File: src/best_fit_coalescing_allocator_macros.svh
// Assertion macros shared by the allocator RTL.
// Define ASSERT_OFF to compile the checks out.
`ifndef BEST_FIT_COALESCING_ALLOCATOR_MACROS_SVH
`define BEST_FIT_COALESCING_ALLOCATOR_MACROS_SVH
`ifndef ASSERT_OFF
`define ASSERT_ALWAYS(lbl, clk, rst, cond) \
  lbl: assert property (@(posedge clk) disable iff (rst) (cond)) \
    else $error("assertion failed");
`define ASSERT_NEXT(lbl, clk, rst, ante, cons) \
  lbl: assert property (@(posedge clk) disable iff (rst) (ante) |=> (cons)) \
    else $error("assertion failed");
`else
`define ASSERT_ALWAYS(lbl, clk, rst, cond)
`define ASSERT_NEXT(lbl, clk, rst, ante, cons)
`endif
`endif

File: src/bfca_pkg.sv
// Shared types and constants of the best-fit allocator.
// No dependencies.
`default_nettype none
package bfca_pkg;
  localparam logic [1:0] STATUS_OK = 2'd0;
  localparam logic [1:0] STATUS_NO_SPACE = 2'd1;
  localparam logic [1:0] STATUS_TABLE_FULL = 2'd2;

  localparam logic REG_HEADER_SIZE = 1'b0;
  localparam logic REG_HEAP_LIMIT = 1'b1;

  localparam logic KIND_ALLOC = 1'b0;
  localparam logic KIND_FREE = 1'b1;

  typedef enum logic [1:0] {OP_HOLD, OP_ROTATE, OP_DROP, OP_PUT} cell_op_t;

  typedef struct packed {
    cell_op_t op;
    logic     wr_en;
  } cell_ctl_t;
endpackage
`default_nettype wire

File: src/bfca_cell.sv
// One slot of the free-chunk table: a start and a payload length.
// Depends on bfca_pkg; shifts to or from its neighbors under a shared control.
`default_nettype none
module bfca_cell
  import bfca_pkg::*;
#(
  parameter int INDEX = 0,
  parameter int CW = 7,
  parameter int AW = 32
) (
  input  wire logic          clk,
  input  wire cell_ctl_t     ctl,
  input  wire logic [CW-1:0] sel_idx,
  input  wire logic [CW-1:0] wr_idx,
  input  wire logic [AW-1:0] wr_start,
  input  wire logic [31:0]   wr_len,
  input  wire logic [AW-1:0] left_start,
  input  wire logic [31:0]   left_len,
  input  wire logic [AW-1:0] right_start,
  input  wire logic [31:0]   right_len,
  output logic [AW-1:0]      start,
  output logic [31:0]        len
);
  always_ff @(posedge clk) begin
    if (ctl.wr_en && wr_idx == CW'(INDEX)) begin
      start <= wr_start;
      len <= wr_len;
    end else begin
      case (ctl.op)
        OP_ROTATE: begin
          start <= right_start;
          len <= right_len;
        end
        OP_DROP: begin
          if (CW'(INDEX) >= sel_idx) begin
            start <= right_start;
            len <= right_len;
          end
        end
        OP_PUT: begin
          if (CW'(INDEX) > sel_idx) begin
            start <= left_start;
            len <= left_len;
          end
        end
        default: begin
        end
      endcase
    end
  end
endmodule
`default_nettype wire

File: config.mk
export PLATFORM = sky130hd
export DESIGN_NAME = bfca_cell
export DESIGN_NICKNAME = d
export VERILOG_FILES = /design/src/best_fit_coalescing_allocator_macros.svh /design/src/bfca_pkg.sv /design/src/bfca_cell.sv
export SDC_FILE = /design/constraint.sdc
export NUM_CORES = 1
export LEC_CHECK = 0
export ABC_AREA = 1
export BUFFER_PORTS_ARGS = -buffer_cell sky130_fd_sc_hd__buf_4
export CAP_MARGIN = 20
export CORE_AREA = 2 2 109 111
export DETAILED_ROUTE_END_ITERATION = 6
export DIE_AREA = 0 0 111 113
export GPL_TIMING_DRIVEN = 0
export PLACE_DENSITY = 0.72
export SETUP_SLACK_MARGIN = 0.05
export SLEW_MARGIN = 20
export SYNTH_ARGS = -nofsm -noshare
export SYNTH_HDL_FRONTEND = slang
export SYNTH_SLANG_ARGS = --single-unit
File: constraint.sdc
create_clock -name clk -period 4.9 [get_ports clk]
set_input_delay 0.245 -clock clk [delete_from_list [all_inputs] [get_ports clk]]
set_output_delay 0.245 -clock clk [all_outputs]
set_load 0.02 [all_outputs]
==> results_dict.tcl, run 1 <==
set metrics [dict create \
    status "completed" \
    whs_endpoint "len[2]$_DFFE_PP_" \
    seq_area_frac_synth_pct 49.01 \
    p_per_area_nw_per_um2 267.3 \
    rsz0062_at_grt "false" \
    grt_pass1_wl_um 20910 \
    cp_max_fo 33 \
    min_from "wr_len[2]" \
    htreeDepth 3 \
    max_freq_mhz 543.3 \
    routed_wl_um 13360 \
    post-route-period-util_pct 37.56 \
    root_buffer "clkbuf_16" \
    num_vias 4396 \
    antenna_found_initial 0 \
    n_antenna_cell 0 \
    drc 0 \
    leakage_nw 3.305 \
    num_io_pins 274 \
    place_ws_ns 2.699 \
    setup_tns_ns 0 \
    nets 1000 \
    cp-startpoint "ctl[1]" \
    grt_max_degree 34 \
    grt_pass1_vias 4518 \
    cts_buffers 9 \
    io_buffers 273 \
    path_class "primary input to flip-flop" \
    ant_nets 0 \
    setup_ws_ns 3.059 \
    synth_area_per_cell_um2 7.796 \
    tritoncts "yes" \
    synth-seq-cells 64 \
    synth.top_cell.area_share_pct 49.01 \
    fp-row-count 39 \
    core_um2 11270 \
    worst_pin_slew_ns 0.4656 \
    vias_per_cell 4.712 \
    synthCells 503 \
    die_height_um 113 \
    end_kind "flip-flop" \
    gr-total-overflow 0 \
    required_ns 4.91 \
    ir_drop_mv 0.1474 \
    whs_path_depth 3 \
    clk_path_buf_depth 2 \
    hold_viol 0 \
    hp-class "primary input to flip-flop" \
    netlist_area_um2 3921 \
    wire_per_inst_um 14.32 \
    postLayoutCoreUtil_pct 56.93 \
    fin_crit_ns 1.841 \
    synth_cell_types 15 \
    yosysWarnings 0 \
    yosysTopAreaCell "edfxtp_1" \
    drive_gt1_share_pct 40.00 \
    holdWs_ns 0.2188 \
    initial_core_util_pct 34.79 \
    synth_fp_nets 715 \
    clkTransAtPathRegs_ns 0.05 \
    finalMaxSlewViolations 0 \
    first_pass_iters 4 \
    start_kind "primary input" \
    ctsResizeCount 0 \
    cp.arrival_ns 1.85 \
    clock-sinks 64 \
    yosys-top-cells-area "edfxtp_1, nand2_1, nand3_1, o21ai_0, inv_1" \
    place.gp.congestion 0.9476 \
    place_hpwl_um 10760 \
    finalSetupViolCount 0 \
    die_w_um 111 \
    drv_cap 0 \
    drt_iter0_markers 222 \
    synthToLayoutAreaGrowth_pct 63.66 \
    ctsHoldBuffers 0 \
    track_usage_pct 20.92 \
    postCtsSetupRepairBufs 0 \
    die_area_um2 12540 \
    slew_headroom_pct 68.96 \
]
==> power breakdown <==
part	internal, W	total (W)	switching, W	leakage (nW)
sequential	0.000689	0.000708	0.0000197	0.597
clock	0.000326	0.000540	0.000214	0.117
combinational	0.000231	0.000467	0.000236	2.59
==> cells in the final DEF (no fill, tap or decap) <==
| cell | count |
|---|---|
| buf_4 | 280 |
| nand2_1 | 196 |
| inv_1 | 67 |
| nand3_1 | 64 |
| edfxtp_1 | 64 |
| o21ai_0 | 54 |
| buf_6 | 16 |
| o21ai_1 | 11 |
| clkbuf_16 | 9 |
| buf_2 | 7 |
| nor2_1 | 6 |
| clkbuf_1 | 5 |
| clkinv_1 | 4 |
| ha_1 | 2 |
| nor3_4 | 1 |
| and2_1 | 1 |
| nand2_2 | 1 |
| nand2_4 | 1 |
| buf_12 | 1 |
==> state kept, by name, indices dropped and copies added, names as in the netlist <==
| name | flops |
|---|---|
| len | 32 |
| start | 32 |
==> metal layers <==
| metal | share of wire, % | up-vias | GRT usage (%) |
|---|---|---|---|
| met5 | 0 | - | 0 |
| met3 | 6.8 | 46 | 4.981 |
| met2 | 52 | 194 | 38.65 |
| li1 | - | 2177 | - |
| met4 | 4.2 | 0 | 11.42 |
| met1 | 37 | 1979 | 22.00 |
==> synthesized netlist by cell type <==
master / instances
inv_1: 67
and2_1: 1
buf_6: 16
o21ai_1: 11
nand2_2: 1
ha_1: 2
clkbuf_1: 5
nand3_1: 64
edfxtp_1: 64
o21ai_0: 54
nor2_1: 6
buf_2: 7
buf_4: 7
nand2_1: 197
nor3_4: 1
==> worst max path at each step <==
stage | to | slack (ns) | depth (start not counted)
5_1_grt | len[24]$_DFFE_PP_ | 2.95 | 8
3_3_place_gp | len[30]$_DFFE_PP_ | 1.35 | 7
2_1_floorplan | len[0]$_DFFE_PP_ | 2.19 | 6
6_report | len[25]$_DFFE_PP_ | 3.06 | 8
3_5_place_dp | len[14]$_DFFE_PP_ | 2.70 | 8
4_1_cts | len[20]$_DFFE_PP_ | 3.04 | 8
==> cells by family after synthesis <==
family | share of synthesized area [%]
buffers and inverters | 13.72
AND/OR/NAND/NOR | 28.33
adder cells (fa/ha/maj) | 0.6381
flip-flops | 49.01
AO/OA/AOI/OAI | 8.296
==> critical path, cell delays in order <==
cell and delay (ns):
buf_4 0.11, ha_1 0.24, buf_6 0.18, buf_2 0.19
nor2_1 0.11, nand2_1 0.10, nand2_4 0.37, buf_12 0.27
==> layout make-up <==
class	count	area, um2
multi-input combinational	337	1469
clock inverter	4	15.01
tap	143	178.9
buffer	35	286.5
clock buffer	9	225.2
fill	1033	4855
inverter	67	251.5
sequential	64	1922
timing repair buffer	274	2069
==> per-stage QoR <==
stage          std cells  cell area [um2]  total power (W)
2_1_floorplan        503             3921        0.0009172
3_3_place_gp         919             6150         0.001178
3_5_place_dp         920             6177         0.001190
4_1_cts              933             6417         0.001732
5_1_grt              933             6417         0.001795
6_report             933             6417         0.001715
No activity file was read; power rests on OpenSTA's default activity.
==> run 2, diff against run 1 <==
PLACE_DENSITY = 0.75   (was 0.72)
clock period = 1.54 ns   (was 4.9 ns; I/O delays follow)
==> results_dict.tcl, run 2 (synthesis gave the netlist of run 1 again) <==
set metrics [dict create \
    status "completed" \
    ant_nets 0 \
    routed_wl_um 13800 \
    place.gp.congestion 0.9035 \
    worst_pin_slew_ns 0.5240 \
    min_from "wr_len[30]" \
    required_ns 1.57 \
    num_io_pins 274 \
    core_um2 11270 \
    layout_commonest_cell "buf_4" \
    max_freq_mhz 716.5 \
    combPwrFrac_pct 26.8 \
    cp_max_fo 10 \
    seqPwrFrac_pct 39.4 \
    leakage_nw 3.359 \
    io_buffers 273 \
    die_w_um 111 \
    clkTransAtPathRegs_ns 0.05 \
    p_per_area_nw_per_um2 874.4 \
    reg.largest.list "len: 32 flops, start: 32 flops" \
    fp-row-count 39 \
    fillers 1009 \
    gr-total-overflow 0 \
    ir_drop_mv 0.5127 \
    synthToLayoutAreaGrowth_pct 66.66 \
    die_area_um2 12540 \
    whs_endpoint "len[30]$_DFFE_PP_" \
    crit_chain "buf_4, ha_1, buf_6, buf_2, nor2_2, nand2_4, nand2_4, buf_4" \
    path_class "primary input to flip-flop" \
    start_kind "primary input" \
    drt_iter0_markers 204 \
    vias_per_cell 4.651 \
    grt_pass1_wl_um 21450 \
    drc 0 \
    dpl-instance-area_um2 6166 \
    root_buffer "clkbuf_16" \
    finalSetupViolCount 0 \
    clk_path_buf_depth 2 \
    tritoncts "yes" \
    slowest_stage "ha_1" \
    n_antenna_cell 0 \
    fin_crit_ns 1.396 \
    slew_headroom_pct 65.07 \
    drive_gt1_share_pct 40.78 \
    seqCellArea_um2 1922 \
    postLayoutCellArea_um2 6535 \
    multi_input_area_um2 1539 \
    setup_tns_ns 0 \
    htreeDepth 3 \
    clock-sinks 64 \
    final_cell_mix "buf_4, nand2_1, inv_1" \
    drv_cap 0 \
    cp_top_family "buffers and inverters" \
    initial_core_util_pct 34.79 \
    nets 1004 \
    cp.arrival_ns 1.43 \
    dp.cells 919 \
    power_switching_w 0.001535 \
    holdWs_ns 0.05673 \
    first_pass_iters 4 \
    p_int_w 0.004179 \
    crit_buf_inv 4 \
    place_hpwl_um 10640 \
    antenna_found_initial 0 \
    instances_no_fill 940 \
    rsz0062_at_grt "false" \
    num_vias 4372 \
    die_height_um 113 \
    cts_buffers 9 \
    whs_path_depth 3 \
    hp-class "primary input to flip-flop" \
    grt_max_degree 33 \
    post-route-period-util_pct 90.63 \
    hold_viol 0 \
    finalMaxSlewViolations 0 \
    track_usage_pct 21.58 \
    p_clk_share_pct 33.8 \
    grt_pass1_vias 4449 \
    wire_per_inst_um 14.68 \
    cpPeakStageDelay_ns 0.24 \
    end_kind "flip-flop" \
    switching_share_pct 26.86 \
]
[run 2: how the worst max path moves through the flow]
| stage | start | depth (start not counted) | to |
|---|---|---|---|
| finish | ctl[1] | 8 | start[20]$_DFFE_PP_ |
| floorplan | ctl[1] | 6 | len[0]$_DFFE_PP_ |
| global placement | ctl[1] | 7 | start[1]$_DFFE_PP_ |
| CTS | ctl[1] | 7 | len[25]$_DFFE_PP_ |
| global route | ctl[1] | 8 | len[31]$_DFFE_PP_ |
| detailed placement | ctl[1] | 7 | start[1]$_DFFE_PP_ |
[run 2: layout make-up]
class | instances | share of cell area, %
multi-input combinational | 340 | 23.55
sequential | 64 | 29.41
tap | 143 | 2.738
buffer | 35 | 4.384
clock buffer | 11 | 3.561
clock inverter | 5 | 0.7276
inverter | 67 | 3.848
timing repair buffer | 275 | 31.78
[run 2: timing repair]
action / in CTS / in global routing
hold buffers: 0 / 0
pin swaps: 2 / 1
gates resized for setup: 2 / 3
cloned: 2 / 1
buffers inserted: 2 / 0
setup endpoints to repair: 64 / 32
[run 2: per-layer routing]
| layer | share of wire (%) | track usage [%] |
|---|---|---|
| met5 | 0 | 0 |
| met4 | 3.7 | 9.917 |
| met3 | 6.9 | 4.928 |
| met2 | 51 | 39.39 |
| met1 | 38 | 23.98 |
[run 2: power by group through the flow]
stage,Combinational [W],Clock (W),Sequential (W)
6_report,0.00153,0.00193,0.00225
5_1_grt,0.00165,0.00207,0.00227
3_5_place_dp,0.00149,0,0.00229
2_1_floorplan,0.000350,0,0.00257
3_3_place_gp,0.00147,0,0.00228
4_1_cts,0.00153,0.00196,0.00225
[run 2: metrics by stage]
stage / util, % / setup slack [ns] / power, W
after detailed placement: 54.70 / -0.3320 / 0.003780
after floorplan: - / 0.07357 / 0.002915
final: 57.98 / 0.1443 / 0.005714
after global routing: 57.98 / 0.09151 / 0.005990
after global placement: 54.70 / -0.3257 / 0.003746
after CTS: 57.73 / 0.08814 / 0.005745
